--- src/sv/lpdh_pkg.sv ---
`timescale 1ns / 1ps
// ----------------------------------------------------------------------------
// lpdh_pkg: shared types and constants for the length-prefixed deframer
// Word opcodes, result kinds, register indexes and the result record.
// ----------------------------------------------------------------------------
package lpdh_pkg;

  typedef enum logic [1:0] {
    OP_BYTE = 2'd0,
    OP_TICK = 2'd1,
    OP_SENT = 2'd2
  } opcode_t;

  typedef enum logic [2:0] {
    KIND_DATA      = 3'd0,
    KIND_EMPTY     = 3'd1,
    KIND_HEARTBEAT = 3'd2,
    KIND_OVERSIZE  = 3'd3,
    KIND_TIMEOUT   = 3'd4
  } kind_t;

  typedef enum logic {
    REG_MAX_PAYLOAD   = 1'b0,
    REG_TIMEOUT_TICKS = 1'b1
  } reg_index_t;

  localparam logic [2:0]  HDR_LAST    = 3'd3;
  localparam logic [2:0]  HDR_PAYLOAD = 3'd4;
  localparam logic [15:0] CNT_MAX     = 16'hFFFF;

  localparam logic [31:0] MAX_PAYLOAD_RESET   = 32'd8188;
  localparam logic [15:0] TIMEOUT_TICKS_RESET = 16'd30;

  typedef struct packed {
    logic [2:0] kind;
    logic [7:0] payload_byte;
    logic       frame_end;
  } result_t;

endpackage

--- src/sv/lpdh_core.sv ---
`timescale 1ns / 1ps
// ----------------------------------------------------------------------------
// lpdh_core: framing state, watchdog and heartbeat timers
// Updates all state for one accepted word and forms at most one result.
// ----------------------------------------------------------------------------
module lpdh_core (
  input  logic                 clk,
  input  logic                 rst,
  input  logic                 item_accept,
  input  logic [1:0]           opcode,
  input  logic [7:0]           rx_byte,
  input  logic                 wr_en,
  input  logic                 wr_index,
  input  logic [31:0]          wr_data,
  output logic                 res_valid,
  output lpdh_pkg::result_t    res
);

  logic [31:0] max_payload;
  logic [15:0] timeout_ticks;

  logic [2:0]  header_count,     header_count_next;
  logic [31:0] length_shift,     length_shift_next;
  logic [31:0] payload_left,     payload_left_next;
  logic [15:0] silence_count,    silence_count_next;
  logic [15:0] since_send_count, since_send_count_next;
  logic        disconnected,     disconnected_next;

  logic [31:0] len_val;
  logic [15:0] silence_inc;
  logic [15:0] since_send_inc;

  always_ff @(posedge clk) begin
    if (rst) begin
      max_payload   <= lpdh_pkg::MAX_PAYLOAD_RESET;
      timeout_ticks <= lpdh_pkg::TIMEOUT_TICKS_RESET;
    end else if (wr_en) begin
      unique case (lpdh_pkg::reg_index_t'(wr_index))
        lpdh_pkg::REG_MAX_PAYLOAD:   max_payload   <= wr_data;
        lpdh_pkg::REG_TIMEOUT_TICKS: timeout_ticks <= wr_data[15:0];
        default: ;
      endcase
    end
  end

  always_ff @(posedge clk) begin
    if (rst) begin
      header_count     <= '0;
      length_shift     <= '0;
      payload_left     <= '0;
      silence_count    <= '0;
      since_send_count <= '0;
      disconnected     <= 1'b0;
    end else begin
      header_count     <= header_count_next;
      length_shift     <= length_shift_next;
      payload_left     <= payload_left_next;
      silence_count    <= silence_count_next;
      since_send_count <= since_send_count_next;
      disconnected     <= disconnected_next;
    end
  end

  assign silence_inc    = (silence_count == lpdh_pkg::CNT_MAX) ?
                          silence_count : silence_count + 16'd1;
  assign since_send_inc = (since_send_count == lpdh_pkg::CNT_MAX) ?
                          since_send_count : since_send_count + 16'd1;
  assign len_val        = (header_count == 3'd0) ? {24'd0, rx_byte} :
                          {length_shift[23:0], rx_byte};

  always_comb begin
    header_count_next     = header_count;
    length_shift_next     = length_shift;
    payload_left_next     = payload_left;
    silence_count_next    = silence_count;
    since_send_count_next = since_send_count;
    disconnected_next     = disconnected;
    res_valid             = 1'b0;
    res                   = '0;

    // Once disconnected, every word is dropped until reset.
    if (item_accept && !disconnected) begin
      unique case (lpdh_pkg::opcode_t'(opcode))
        lpdh_pkg::OP_BYTE: begin
          silence_count_next = '0;
          if (header_count < lpdh_pkg::HDR_PAYLOAD) begin
            length_shift_next = len_val;
            header_count_next = header_count + 3'd1;
            if (header_count == lpdh_pkg::HDR_LAST) begin
              if (len_val > max_payload) begin
                disconnected_next = 1'b1;
                res_valid         = 1'b1;
                res.kind          = lpdh_pkg::KIND_OVERSIZE;
              end else if (len_val == 32'd0) begin
                header_count_next = '0;
                res_valid         = 1'b1;
                res.kind          = lpdh_pkg::KIND_EMPTY;
                res.frame_end     = 1'b1;
              end else begin
                payload_left_next = len_val;
              end
            end
          end else begin
            payload_left_next = payload_left - 32'd1;
            res_valid         = 1'b1;
            res.kind          = lpdh_pkg::KIND_DATA;
            res.payload_byte  = rx_byte;
            if (payload_left == 32'd1) begin
              header_count_next = '0;
              length_shift_next = '0;
              res.frame_end     = 1'b1;
            end
          end
        end
        lpdh_pkg::OP_TICK: begin
          silence_count_next    = silence_inc;
          since_send_count_next = since_send_inc;
          // The watchdog takes precedence over the heartbeat on the same tick.
          if (silence_inc >= timeout_ticks) begin
            disconnected_next = 1'b1;
            res_valid         = 1'b1;
            res.kind          = lpdh_pkg::KIND_TIMEOUT;
          end else if (since_send_inc >= {1'b0, timeout_ticks[15:1]}) begin
            since_send_count_next = '0;
            res_valid             = 1'b1;
            res.kind              = lpdh_pkg::KIND_HEARTBEAT;
          end
        end
        lpdh_pkg::OP_SENT: begin
          since_send_count_next = '0;
        end
        default: ;
      endcase
    end
  end

endmodule

--- src/sv/length_prefixed_deframer_heartbeat.sv ---
`timescale 1ns / 1ps
// ----------------------------------------------------------------------------
// length_prefixed_deframer_heartbeat: stream deframer with watchdog
// Top level: framing core plus a two-entry output buffer.
// ----------------------------------------------------------------------------
// Input words carry an opcode (received byte, time tick, packet sent) and a
// byte. Each byte stream frame is a 4-byte big-endian length and its payload;
// payload bytes come out one result word each, the last with frame_end set.
// A zero-length frame gives an empty-frame word, a length above max_payload
// an oversize disconnect. Ticks drive the receive watchdog (timeout
// disconnect) and the heartbeat request timer. After a disconnect all input
// words are taken and dropped until reset.
// Both channels use valid/stall. One input word is taken per cycle while
// in_stall is low; each result is registered in the output register, or in
// the skid register while the output is held. The two registers hold up to
// two results, so in_stall rises only when the skid register is full and
// comes from a register. Reset clears framing state and timers, loads
// max_payload 8188 and timeout_ticks 30, and empties both output registers.
// Registers are written through wr_en/wr_index/wr_data by the user only while idle; not enforced.
// ----------------------------------------------------------------------------
module length_prefixed_deframer_heartbeat (
  input  logic        clk,
  input  logic        rst,
  input  logic        in_valid,
  output logic        in_stall,
  input  logic [1:0]  opcode,
  input  logic [7:0]  rx_byte,
  output logic        out_valid,
  input  logic        out_stall,
  output logic [2:0]  kind,
  output logic [7:0]  payload_byte,
  output logic        frame_end,
  input  logic        wr_en,
  input  logic        wr_index,
  input  logic [31:0] wr_data
);

  logic              item_accept;
  logic              res_valid;
  lpdh_pkg::result_t res;
  lpdh_pkg::result_t out_word;
  lpdh_pkg::result_t skid_word;
  logic              skid_valid;
  logic              out_take;

  assign in_stall    = skid_valid;
  assign item_accept = in_valid && !skid_valid;
  assign out_take    = out_valid && !out_stall;

  lpdh_core u_core (
    .clk         (clk),
    .rst         (rst),
    .item_accept (item_accept),
    .opcode      (opcode),
    .rx_byte     (rx_byte),
    .wr_en       (wr_en),
    .wr_index    (wr_index),
    .wr_data     (wr_data),
    .res_valid   (res_valid),
    .res         (res)
  );

  // New results enter only while the skid register is empty.
  always_ff @(posedge clk) begin
    if (rst) begin
      out_valid  <= 1'b0;
      skid_valid <= 1'b0;
    end else begin
      if (skid_valid) begin
        if (out_take) begin
          out_valid  <= 1'b1;
          skid_valid <= 1'b0;
        end
      end else if (res_valid) begin
        if (!out_valid || out_take) begin
          out_valid <= 1'b1;
        end else begin
          skid_valid <= 1'b1;
        end
      end else if (out_take) begin
        out_valid <= 1'b0;
      end
    end
  end

  always_ff @(posedge clk) begin
    if (skid_valid) begin
      if (out_take) begin
        out_word <= skid_word;
      end
    end else if (res_valid) begin
      if (!out_valid || out_take) begin
        out_word <= res;
      end else begin
        skid_word <= res;
      end
    end
  end

  assign kind         = out_word.kind;
  assign payload_byte = out_word.payload_byte;
  assign frame_end    = out_word.frame_end;

endmodule

--- config.mk ---
export PLATFORM = sky130hd
export DESIGN_NAME = length_prefixed_deframer_heartbeat
export DESIGN_NICKNAME = d
export VERILOG_FILES = /design/src/sv/lpdh_pkg.sv /design/src/sv/lpdh_core.sv /design/src/sv/length_prefixed_deframer_heartbeat.sv
export SDC_FILE = /design/constraint.sdc
export NUM_CORES = 1
export LEC_CHECK = 0
export ABC_AREA = 1
export BUFFER_PORTS_ARGS = -buffer_cell sky130_fd_sc_hd__buf_2
export CAP_MARGIN = 40
export CELL_PAD_IN_SITES_DETAIL_PLACEMENT = 1
export CELL_PAD_IN_SITES_GLOBAL_PLACEMENT = 2
export CORE_MARGIN = 2
export CORE_UTILIZATION = 30
export CTS_BUF_LIST = sky130_fd_sc_hd__clkbuf_8
export DETAILED_ROUTE_END_ITERATION = 7
export PLACE_DENSITY_LB_ADDON = 0.1
export SYNTH_ARGS = -nofsm -noshare
export SYNTH_HDL_FRONTEND = slang
export SYNTH_SLANG_ARGS = --single-unit
export TNS_END_PERCENT = 5
--- constraint.sdc ---
create_clock -name clk -period 6.7 [get_ports clk]
set_clock_uncertainty 0.15 [all_clocks]
set_input_delay 1.34 -clock clk [delete_from_list [all_inputs] [get_ports clk]]
set_output_delay 1.34 -clock clk [all_outputs]
set_load 0.02 [all_outputs]
# Word level (Yosys, flattened, before mapping)
# Index checks and enable logic that the tools add are counted.
# W data, S select, Z words.
[word_totals]
elab_cells = 127
memories = 0
latchBits = 0
ramBits = 0
inputBits = 48
output_inout_bits = 14
reg_bits = 166
rom_bits = 0
[op_classes]
bitwise_logic = 3
reduce_logical = 27
shift = 0
n_mux = 58
div = 0
n_eq_ne = 15
addsub = 4
mul = 0
magnitude_cmp = 4
[ops]
columns = ["op", "count"]
rows = [
  ["$mux W32", 5],
  ["$mux W16", 4],
  ["$pmux W16 S2", 2],
  ["$mux W12", 5],
  ["$mux W24", 2],
  ["$add A16 B1 Y16 const B", 2],
  ["$eq A16 B16 Y1 const B", 2],
  ["$eq A32 B1 Y1 const B", 1],
  ["$gt A32 B32 Y1", 1],
  ["$logic_not A32 Y1", 1],
  ["$sub A32 B1 Y32 const B", 1],
  ["$mux W3", 9],
  ["$mux W1", 25],
  ["$ge A16 B15 Y1", 1],
  ["$ge A16 B16 Y1", 1],
  ["$reduce_and A3 Y1", 4],
  ["$reduce_bool A2 Y1", 6],
  ["$ne A2 B1 Y1 const B", 5],
  ["$mux W9", 1],
  ["$mux W8", 1],
  ["$reduce_and A2 Y1", 4],
  ["$ne A2 B2 Y1 const B", 3],
  ["$pmux W3 S2", 1],
  ["$reduce_and A6 Y1", 1],
  ["other kinds (15)", 23],
]

# Depth between registers and ports, before layout
# Gate-level depths: netlist (run 1).
[depth]
ltp_word = 12
depth_mapped = 24
depth_no_buf = 23

# Modules after synthesis
# From an unflattened synthesis (run 1), not the netlist that was laid out.
[unflattened]
cells_unflattened = 1513
area_unflattened_um2 = 10187.3
[modules_own_cells]
columns = ["module", "n_inst", "cells_per_inst", "area_per_inst_um2"]
rows = [
  ["lpdh_core", 1, 1428, 9158.8],
  ["length_prefixed_deframer_heartbeat", 1, 85, 1028.5],
]

# Least setup slack after synthesis (run 1)
# OpenSTA, ideal clock, no wires.
[synth_path]
kind = "register -> register"
startpoint = "register u_core.silence_count[0]"
endpoint = "register skid_word[0] (netlist bit), enable pin"
synth_period_minus_slack_ns = 3.822
path_buffers = 0
path_stages_with_launch = 20
setup_time_ns = 0.385
path_slack_ns = 2.878
required_ns = 6.165
arrival_time_ns = 3.287
cell_sequence = "dfxtp_1 > ha_1 > inv_1 > nor3_2 > nand2_1 > or2_1 > nor2_1 > nand2_1 > nor3_1 > a21oi_1 > ha_1 > nand2_1 > inv_1 > nand3_1 > nor2_1 > nand3_1 > and3_1 > nand4_1 > nand3_1 > a21oi_1"
[synth_between]
elab_chain_len = 7
elab_cells_between_ends = 8
cone_classes = "add/sub: 1; order compare: 1; eq/ne: 1; mux: 4; reduce/logical: 1"
[synth_rtl]
columns = ["item", "line_no", "rtl"]
rows = [
  ["start, declared", "lpdh_core.sv:25", "logic [15:0] silence_count, silence_count_next;"],
  ["start signal, assigned", "lpdh_core.sv:58", "silence_count <= silence_count_next;"],
  ["$add A16 B1 Y16 / $eq A16 B16 Y1 (equally long branches)", "lpdh_core.sv:65, lpdh_core.sv:64", ""],
  ["$mux W16 *", "lpdh_core.sv:64", "assign silence_inc = (silence_count == lpdh_pkg::CNT_MAX) ?"],
  ["$ge A16 B16 Y1 *", "lpdh_core.sv:119", "if (silence_inc >= timeout_ticks) begin"],
  ["$mux W1 *", "lpdh_core.sv:119", ""],
  ["$pmux W1 S2 *", "lpdh_core.sv:83", "unique case (lpdh_pkg::opcode_t'(opcode))"],
  ["$mux W1 *", "lpdh_core.sv:82", "if (item_accept && !disconnected) begin"],
  ["$reduce_and A3 Y1 (no line) *", "-", ""],
  ["end signal, assigned", "length_prefixed_deframer_heartbeat.sv:95", "skid_word <= res;"],
  ["end, declared", "length_prefixed_deframer_heartbeat.sv:42", "lpdh_pkg::result_t skid_word;"],
]
# Every way passes the cells marked *; elsewhere a longest branch is shown, timed or not.
# A chain may end at the register's enable or synchronous reset.

# Worst setup path after layout (run 1)
[layout_path]
startpoint = "register u_core.header_count[0]"
endpoint = "register skid_word[5] (netlist bit), enable pin"
[layout_between]
elab_chain_len = 10
elab_cells_between_ends = 13
cone_classes = "order compare: 2; eq/ne: 1; mux: 7; reduce/logical: 3"
[layout_rtl]
columns = ["item", "line_no", "rtl"]
rows = [
  ["start, declared", "lpdh_core.sv:22", "logic [2:0] header_count, header_count_next;"],
  ["start signal, assigned", "lpdh_core.sv:55", "header_count <= header_count_next;"],
  ["branches (longest 6 deep; another with $gt A32 B32 Y1)", "-", ""],
  ["$mux W1 *", "lpdh_core.sv:86", "if (header_count < lpdh_pkg::HDR_PAYLOAD) begin"],
  ["$pmux W1 S2 *", "lpdh_core.sv:83", ""],
  ["$mux W1 *", "lpdh_core.sv:82", ""],
  ["$reduce_and A3 Y1 (no line) *", "-", ""],
]
# Mark *: on every way between the ends.

==> results of run 1 <==
state kept, by name (all words and copies together) (netlist names), 3 cells and up:
| signal | flops |
|---|---|
| kind | 3 |
| payload_byte | 8 |
| skid_word | 12 |
| u_core.header_count | 3 |
| u_core.length_shift | 24 |
| u_core.max_payload | 32 |
| u_core.payload_left | 32 |
| u_core.silence_count | 16 |
| u_core.since_send_count | 16 |
| u_core.timeout_ticks | 16 |
worst min path at each step:
| stage | from | end |
|---|---|---|
| floorplan | u_core.max_payload[1] | u_core.max_payload[1] |
| global placement | u_core.length_shift[18] | u_core.length_shift[18] |
| detailed placement | u_core.disconnected | u_core.disconnected |
| CTS | u_core.disconnected | u_core.disconnected |
| global route | u_core.length_shift[20] | u_core.length_shift[20] |
| finish | u_core.max_payload[25] | u_core.max_payload[25] |
synth_stat cells (3+ instances only):
cell type / number / share of area
nor3_1: 29 / 0.015
o21ai_1: 3 / 0.0015
nand4_1: 23 / 0.015
clkbuf_1: 40 / 0.015
o211ai_1: 17 / 0.013
ha_1: 70 / 0.089
nand2_1: 323 / 0.12
a211oi_1: 3 / 0.0023
xor2_1: 29 / 0.026
buf_6: 5 / 0.0057
nand3_1: 68 / 0.035
o21ai_0: 74 / 0.038
nor2_1: 176 / 0.067
dfxtp_1: 142 / 0.29
o21bai_1: 3 / 0.0023
nand3b_1: 3 / 0.0023
a41oi_1: 3 / 0.0027
edfxtp_1: 24 / 0.073
xnor2_1: 14 / 0.013
nor4_1: 4 / 0.0026
nor2_2: 3 / 0.0019
a31oi_1: 3 / 0.0019
o21a_1: 5 / 0.0038
inv_1: 160 / 0.061
a21o_1: 3 / 0.0023
buf_2: 4 / 0.0020
buf_4: 3 / 0.0023
a21oi_1: 160 / 0.082
power groups by stage:
stage	registers (W)	logic, W	clock network, W
after global routing	0.00104	0.000227	0.000910
after CTS	0.00104	0.000202	0.000871
after global placement	0.00106	0.000193	0
final	0.00104	0.000196	0.000832
after floorplan	0.00106	0.000123	0
after detailed placement	0.00106	0.000201	0
critical path: cells and delay by family (launching register included):
kind	cells	cell delay, ns
AOI/OAI and AO/OA	1	0.46
adders and majority gates	2	0.76
and+or+nand+nor	13	1.68
buffers and inverters	3	0.71
DFF	1	0.33
per-layer routing:
| metal | vias up | wire length [um] | global-route usage |
|---|---|---|---|
| li1 | 4680 | - | - |
| met2 | 72 | 16760 | 0.3676 |
| met4 | 0 | 450 | 0.04952 |
| met3 | 20 | 660 | 0.03008 |
| met1 | 4331 | 14720 | 0.2490 |
| met5 | - | 0 | 0 |
logic make-up (layout without fill, tap and decap cells):
kind of cell,count (synthesis),count (layout),synth area share
buf+inv,220,270,0.09019
fa+ha+maj,70,70,0.08930
xor+xnor,43,43,0.03840
compound gates,274,274,0.1493
simple gates,638,638,0.2696
flops,166,166,0.3633
stage by stage:
stage          hold slack (ns)  worst slack (ns)  total power (W)  instances
2_1_floorplan           0.2842             2.878         0.001181       1411
3_3_place_gp            0.2994             1.962         0.001253       1868
3_5_place_dp            0.3054             2.323         0.001261       1872
4_1_cts                 0.3205             2.274         0.002111       1903
5_1_grt                 0.3406             1.867         0.002177       1903
6_report                0.3155             2.298         0.002065       1903
cell type report:
cell class	count	area share
well taps	442	0.05033
repair buffers	73	0.03963
inverters	166	0.05716
clock buffers	19	0.02380
clock inverters	12	0.01617
multi-input cells	1025	0.4886
flip-flops and latches	166	0.3243
cells in the final DEF, fill, tap and decap left out, types with 2 or more instances in the layout:
cell type,netlist,final
inv_2,2,3
o21ai_0,74,74
edfxtp_1,24,24
a31oi_1,3,3
a211oi_1,3,3
xor2_1,29,29
clkbuf_8,0,19
nor4_1,4,4
nand2_1,323,323
clkinv_2,0,3
inv_4,2,2
nand3b_1,3,3
o211ai_1,17,17
nor2_2,3,5
bufinv_16,0,4
a21oi_1,160,160
nor3_2,2,2
o21ai_1,3,2
ha_1,70,70
nor2_1,176,174
buf_2,4,61
xnor2_1,14,14
nor3_1,29,29
buf_16,0,2
a21o_1,3,3
buf_4,3,10
nand3_1,68,68
a41oi_1,3,3
inv_1,160,160
dfxtp_1,142,142
nand2_2,2,2
o21bai_1,3,3
o21a_1,5,5
nand4_1,23,23
clkinv_4,0,4
==> reports/results.ini, run 1 <==
[yosys]
netlist_area_um2=9808
synth_top_flop_cell=dfxtp_1
synth_nets=1529
netlist_instances=1411
ys_ff_latch=166
ys.warnings.count=0
synth_seq_area_share=0.3633
synth.avg_cell_area_um2=6.951
synth_cell_type_count=39
synth-edff-count=24
synthArstFlopShare=0

[floorplanning]
fp.dieArea_um2=34160
core_um2=32370
die_w_um=184.8
io_pins=62
dieHeight_um=184.8
initial_utilization=0.3030
rows=66

[clock_network]
cts_made_buffers=17
hold_buffers=0
cts_root_buf=clkbuf_8
clk_latency_ns=0.49
path_clk_slew_ns=0.10
cts_tree=yes
clock-sinks=166
cts-resized-gates=0
htreeDepth=4
post_cts.repair.setup_buffers=0
cts_max_path_buffers=2

[worst_hold_path]
min_path_type=flop to flop
holdPathStages=2

[status]
status=finished, final reports clean

[setup_path]
r2r_slack_ns=2.30
crit_chain=inv_1 -> ha_1 -> nand2_4 -> inv_2 -> nor2_1 -> ha_1 -> nand4_1 -> nor2_1 -> nand3_1 -> nor2_1 -> nand2_1 -> nand3_1 -> nand2_1 -> nand3_1 -> nand3_1 -> nand2_1 -> nand2_1 -> a21oi_1 -> buf_4
slowest_stage=a21oi_1
cp_slowest_stage_delay_ns=0.46
cp.required_ns=6.75
worstSetupStartpointType=flop
critical_path_class=flop to flop
worst-path-max-fanout=23
critical_path_arrival_ns=4.45
critPathCapture=skid_word[5]
setup.worst_path.start=u_core.header_count[0]
timing.rr.start=u_core.header_count[0]
end_kind=flop
ff2ff_path_depth=19
r2r-end=skid_word[5]

[job]
cap_viol_max_count=0

[drt]
drtIter0Drc=458
post_drt_wl_per_cell_um=17.12
routed_wl_mm=32.59
final_antenna_net_count=0
route.detailed.drc=0
vias_per_cell=4.783
dr.pass1.iters=4
num_vias=9103

[grt]
grt_antenna_before_repair=0
grt_pass1_vias=9510
grt_max_degree=73
grt_pass1_wl_mm=52.88
grt.total_usage=0.2020
overflow=0

[pwr]
powerDensity_nw_per_um2=188.0
p_seq_frac=0.502
p_leak_nw=4.668
intPower_w=0.001514
swShare=0.2667
pwr-share-clk=0.403
max-vdd-ir-drop_v=0.0001158
p_sw_w=0.0005508
combinationalPowerShare=0.095

[placed_design]
gp_congestion=0.8084
dpl_cell_area_um2=10550
dpl.hpwl_mm=24.71
port_buffers=61

[sta]
fmax_ghz=0.2272
fin_tns_setup_ns=0
finalMaxSlewViolations=0
finalHoldViolCount=0
tightest_slew_ns=0.7687
period_share=0.6570
rsz0062_at_grt=no
maxSlewHeadroom=0.4876
fin_crit_ns=4.402
finalSetupViolations=0

[finish]
fin_util=0.3394
regArea_um2=3563
design_area_um2=10990
drive_gt1_frac=0.08282
multiInputGateArea_um2=5369
diodes=0
area_delta_synth_final_pct=12.03
final_nets=1567
num-fill-cells=4145

No activity file was read; power rests on OpenSTA's default activity.
==> run 2, diff against run 1 <==
--- a/config.mk
+++ b/config.mk
@@ -5,7 +5,7 @@
 export SDC_FILE = /design/constraint.sdc
 export NUM_CORES = 1
 export LEC_CHECK = 0
-export ABC_AREA = 1
+export ABC_AREA = 0
 export BUFFER_PORTS_ARGS = -buffer_cell sky130_fd_sc_hd__buf_2
 export CAP_MARGIN = 40
 export CELL_PAD_IN_SITES_DETAIL_PLACEMENT = 1
==> constraint.sdc (replaced) <==
create_clock -name clk -period 3.8 [get_ports clk]
set_clock_uncertainty 0.15 [all_clocks]
set_input_delay 0.76 -clock clk [delete_from_list [all_inputs] [get_ports clk]]
set_output_delay 0.76 -clock clk [all_outputs]
set_load 0.02 [all_outputs]
==> reports/results.ini, run 2 <==
[placed_design]
place_ws_ns=-0.1618
gp_congestion=0.8076
dpl.hpwl_mm=24.78
dpl_cell_area_um2=10770
place_inst=1643
port_buffers=61

[finish]
top_regs=u_core.max_payload: 32 flops, u_core.payload_left: 32 flops, u_core.length_shift: 24 flops
drive_gt1_frac=0.2133
fin_cells=1691
area_delta_synth_final_pct=22.71
design_area_um2=11630
diodes=0
fin_util=0.3713
layout_common_cells=nand2_1 (156), dfxtp_1 (127), nor2_1 (105), a21oi_1 (99), buf_4 (87)
num-fill-cells=3725
final_common_cell=nand2_1
final_nets=1394

[yosys]
yosysTopAreaCell=dfxtp_1
synth_area_leaders=dfxtp_1 (30%), ha_1 (9.2%), edfxtp_1 (7.6%), nand2_1 (6.4%), a21oi_1 (5.6%)
netlist_top_cells_count=nand2_1 (161), dfxtp_1 (142), nor2_1 (109)
ys_ff_latch=166
synth_most_common_cell=nand2_1
netlist_instances=1163
yosys.area_share.simple=0.2199
synth_top_cell_area_share=0.3000
synth_nets=1281
synth.avg_cell_area_um2=8.147
post_synth_xor_area_fraction=0.02034
ys.warnings.count=0
synth_seq_area_share=0.3761
synth_cell_type_count=65
synth-edff-count=24
netlist_area_um2=9475
yosys.area_share.adder=0.09243
synth_compound_area_frac=0.2263
synthArstFlopShare=0
synth_mux_area_frac=0.008319
synth_top_family_by_area=compound AO/OA/AOI/OAI gates
synth_top_flop_cell=dfxtp_1

[setup_path]
cp.required_ns=4.08
ff2ff_path_depth=16
worstSetupStartpointType=flop
timing.rr.start=u_core.header_count[1]
critical_path_class=flop to flop
r2r_slack_ns=0.12
worst-path-max-fanout=8
end_kind=flop
r2r-end=u_core.payload_left[10]
critical_path_arrival_ns=3.96

[floorplanning]
die_w_um=181.7
io_pins=62
core_um2=31310
fp.dieArea_um2=33020
rows=65
initial_utilization=0.3026
dieHeight_um=181.7

[grt]
overflow=0
grt_pass1_vias=9007
grt_pass1_wl_mm=52.22
grt_max_degree=100
grt.total_usage=0.2036
grt_antenna_before_repair=0

[drt]
routed_wl_mm=33.64
final_antenna_net_count=0
num_vias=9087
dr_wl_met2_mm=15.17
top_layer=met4
route.detailed.drc=0
wirelength_met1_mm=16.95
wl_met3_um=858
post_drt_wl_per_cell_um=19.89
drtIter0Drc=488
vias_per_cell=5.374
dr.pass1.iters=4

[sta]
tightest_slew_ns=0.8188
finalHoldViolCount=0
period_share=0.9691
fmax_ghz=0.2716
maxSlewHeadroom=0.4541
finalSetupViolations=0
setup_slack_ns=0.1176
finalMaxSlewViolations=0
rsz0062_at_grt=yes
fin_crit_ns=3.682

[clock_network]
clk_latency_ns=0.50
path_clk_slew_ns=0.11
cts_root_buf=clkbuf_8
htreeDepth=4
cts_max_path_buffers=2
cts_made_buffers=17
cts_tree=yes
clock-sinks=166
hold_buffers=0

[pwr]
powerDensity_nw_per_um2=308.4
p_leak_nw=4.859
max-vdd-ir-drop_v=0.0002054

[worst_hold_path]
min_from=u_core.timeout_ticks[10]
holdPathStages=2
min_path_type=flop to flop
min_to=u_core.timeout_ticks[10]

[job]
cap_viol_max_count=0

[status]
status=finished, final reports clean

## run 2: changes by cell type in the layout (fill, tap and decap cells not counted), moves of 15 or more
| cell | previous run | this run |
|---|---|---|
| o32ai_1 | 0 | 19 |
| nand2_1 | 323 | 156 |
| dfxtp_2 | 0 | 15 |
| nand3_1 | 68 | 23 |
| a22oi_1 | 0 | 39 |
| inv_1 | 160 | 66 |
| and2_1 | 0 | 23 |
| xor2_1 | 29 | 5 |
| o21ai_0 | 74 | 28 |
| nor2_1 | 174 | 105 |
| dfxtp_1 | 142 | 127 |
| and3_1 | 1 | 18 |
| buf_4 | 10 | 87 |
| a21oi_1 | 160 | 99 |
## run 2: worst max-delay path: stages, from the launching register on
cell      delay, ns
dfxtp_2        0.37
inv_2          0.05
ha_4           0.16
nand2b_4       0.09
and2_1         0.19
ha_4           0.22
a21o_1         0.17
a221o_1        0.34
a221oi_2       0.29
o211ai_1       0.20
o41ai_2        0.40
buf_4          0.18
a21oi_4        0.06
buf_12         0.16
buf_4          0.16
or2_2          0.31
a21oi_2        0.11
## run 2: cell type report
cell class | count | area (um2) | share of cell area
clock buffers | 17 | 234.0 | 0.02012
clock inverters | 15 | 178.9 | 0.01539
inverters | 68 | 255.2 | 0.02195
multi-input cells | 860 | 5675 | 0.4881
flip-flops and latches | 166 | 3582 | 0.3081
well taps | 402 | 503.0 | 0.04326
repair buffers | 163 | 1199 | 0.1031
## run 2: how the worst max path moves through the flow
stage,startpoint,end,slack (ns),depth (start not counted)
after floorplan,u_core.header_count[0],u_core.payload_left[22],-0.001,18
after global placement,u_core.header_count[1],payload_byte[1],-0.02,17
after detailed placement,u_core.header_count[1],u_core.payload_left[10],-0.16,17
after CTS,u_core.header_count[1],payload_byte[0],-0.04,17
after global routing,u_core.since_send_count[9],payload_byte[0],-0.06,20
final,u_core.header_count[1],u_core.payload_left[10],0.12,16
## run 2: per-layer routing
metal / GRT usage / up-vias
met5: 0 / -
met4: 0.06244 / 0
met3: 0.02547 / 35
met1: 0.2871 / 4495
li1: - / 4417
met2: 0.3241 / 140
## run 2: what timing repair did
action                                  CTS  global route
cloned                                    0             1
endpoints found under the hold margin     0             0
resized for setup                        10            69
endpoints found under the setup margin   56            80
setup buffers                             1            15
pin swaps                                 1            32
## run 2: cells by family after synthesis
family | after synthesis
muxes | 7
adders and majority gates | 70
DFF | 166
AOI/OAI and AO/OA | 319
buffers and inverters | 137
and+or+nand+nor | 442
xor gates and xnor gates | 22
## run 2: through the flow
stage                     hold WS (ns)    TNS, ns  power (W)
final                           0.3102          0   0.003586
after floorplan                 0.2850  -0.001470   0.002053
after global placement          0.2936    -0.1780   0.002208
after CTS                       0.3079    -0.4191   0.003630
after global routing            0.3287     -1.184   0.003753
after detailed placement        0.3001     -3.814   0.002216
## run 2: where the power goes
part	leakage, nW	internal [W]	switching, W
Combinational	3.25	0.000133	0.000236
Sequential	1.41	0.00181	0.0000199
Clock	0.199	0.000653	0.000739
Total	4.86	0.00259	0.000994
==> run 3, diff against run 2 <==
--- a/config.mk
+++ b/config.mk
@@ -11,7 +11,7 @@
 export CELL_PAD_IN_SITES_DETAIL_PLACEMENT = 1
 export CELL_PAD_IN_SITES_GLOBAL_PLACEMENT = 2
 export CORE_MARGIN = 2
-export CORE_UTILIZATION = 30
+export CORE_UTILIZATION = 35
 export CTS_BUF_LIST = sky130_fd_sc_hd__clkbuf_8
 export DETAILED_ROUTE_END_ITERATION = 7
 export PLACE_DENSITY_LB_ADDON = 0.1
==> reports/results.ini, run 3 (same netlist as run 2, synthesis figures left out) <==
[setup_path]
r2r_slack_ns=0.11
crit_chain=nand4_1 -> nor4_4 -> nand3_2 -> buf_4 -> nand2_1 -> xnor2_1 -> ha_1 -> a211o_1 -> a31oi_2 -> o31ai_2 -> a21oi_1 -> o21a_1 -> buf_4 -> a21oi_2 -> buf_2 -> a32o_1 -> a31o_2
critical_path_class=flop to flop
critPathBufInv=3
worstSetupStartpointType=flop
r2r-end=u_core.since_send_count[0]
critical_path_arrival_ns=3.93
ff2ff_path_depth=17
cpMostUsedCell=buf_4
slowest_stage=dfxtp_2
cp.required_ns=4.04
critPathCapture=u_core.since_send_count[0]
timing.rr.start=u_core.silence_count[10]
worst-path-stages=17
cp_slowest_stage_delay_ns=0.36
end_kind=flop
setup.worst_path.start=u_core.silence_count[10]
worst-path-max-fanout=7
cp_top_family=compound AO/OA/AOI/OAI gates

[clock_network]
cts_root_buf=clkbuf_8
clk_latency_ns=0.48
cts_max_path_buffers=2
htreeDepth=4
cts_tree=yes
cts_made_buffers=17
path_clk_slew_ns=0.12
hold_buffers=0
clock-sinks=166

[floorplanning]
rows=60
die_w_um=168.5
io_pins=62
fp.dieArea_um2=28400
core_um2=26800
initial_utilization=0.3535
dieHeight_um=168.5

[drt]
num_vias=9050
route.detailed.drc=0
dr.pass1.iters=5
post_drt_wl_per_cell_um=19.95
drtIter0Drc=495
routed_wl_mm=32.58
vias_per_cell=5.542
final_antenna_net_count=0

[sta]
maxSlewHeadroom=0.5121
finalMaxSlewViolations=0
fmax_ghz=0.2710
finalHoldViolCount=0
rsz0062_at_grt=yes
fin_crit_ns=3.691
finalSetupViolations=0
period_share=0.9712
tightest_slew_ns=0.7292
fin_tns_setup_ns=0

[grt]
overflow=0
grt_max_degree=95
grt_antenna_before_repair=0
grt_pass1_wl_mm=51.69
grt.total_usage=0.2324
grt_pass1_vias=9105

[finish]
top_regs=u_core.max_payload: 32 flops, u_core.payload_left: 32 flops, u_core.length_shift: 24 flops
layout_common_cells=nand2_1 (157), dfxtp_1 (130), nor2_1 (105), a21oi_1 (102), buf_4 (93)
diodes=0
area_delta_synth_final_pct=20.93
design_area_um2=11460
drive_gt1_frac=0.2051
fin_util=0.4275
final_common_cell=nand2_1
final_nets=1397
num-fill-cells=3217
fin_cells=1633

[pwr]
powerDensity_nw_per_um2=311.1
finalPower_w=0.003565
max-vdd-ir-drop_v=0.0001508
p_leak_nw=4.879

[job]
cap_viol_max_count=0

[worst_hold_path]
min_path_type=flop to flop

[placed_design]
port_buffers=61
dpl.hpwl_mm=24.03
gp_congestion=0.8113
dpl_cell_area_um2=10760
place_inst=1589

[status]
status=finished, final reports clean

run 3: power by group:
| part | leakage, nW | switching [W] | internal [W] |
|---|---|---|---|
| Sequential | 1.41 | 0.0000208 | 0.00181 |
| Clock | 0.210 | 0.000813 | 0.000561 |
| Combinational | 3.26 | 0.000233 | 0.000131 |
run 3: final cells by class:
type,instances,area (um2),area share
multi-input combinational,860,5598,0.4885
sequential,166,3578,0.3123
timing repair buffer,166,1195,0.1043
tap,341,426.7,0.03724
inverter,68,255.2,0.02228
clock buffer,17,234.0,0.02042
clock inverter,15,171.4,0.01496
run 3: layer usage:
layer	global-route usage	up-vias	routed length, um
met5	0	-	0
met4	0.04048	0	262
met3	0.03460	19	907
met2	0.3697	133	14870
met1	0.3378	4482	16540
li1	-	4416	-
run 3: worst min-delay path by stage:
stage	endpoint	start	slack [ns]	cells after the start
after global routing	u_core.max_payload[19]	wr_data[19]	0.32	3
final	u_core.max_payload[20]	u_core.max_payload[20]	0.31	2
after floorplan	u_core.payload_left[18]	u_core.payload_left[18]	0.28	2
after detailed placement	u_core.max_payload[20]	u_core.max_payload[20]	0.30	2
after CTS	u_core.max_payload[20]	u_core.max_payload[20]	0.32	2
after global placement	u_core.max_payload[26]	u_core.max_payload[26]	0.29	2
run 3: worst reg2reg max path: cells and delay by family, from the launching register on:
| kind | cells | cell delay (ns) |
|---|---|---|
| fa+ha+maj | 1 | 0.28 |
| xor+xnor | 1 | 0.14 |
| flops | 1 | 0.36 |
| compound gates | 8 | 1.42 |
| buf+inv | 3 | 0.50 |
| simple gates | 4 | 0.76 |
run 3: metrics by stage:
step | worst slack (ns) | hold slack [ns]
2_1_floorplan | -0.001470 | 0.2850
3_3_place_gp | -0.003524 | 0.2937
3_5_place_dp | -0.08941 | 0.3013
4_1_cts | 0.01075 | 0.3187
5_1_grt | -0.08156 | 0.3222
6_report | 0.1095 | 0.3131
run 3: repair_timing:
item	in CTS	in global routing
setup endpoints to repair	40	83
pin swaps	0	23
setup buffers	0	12
gates resized for setup	4	53
gates cloned	0	1
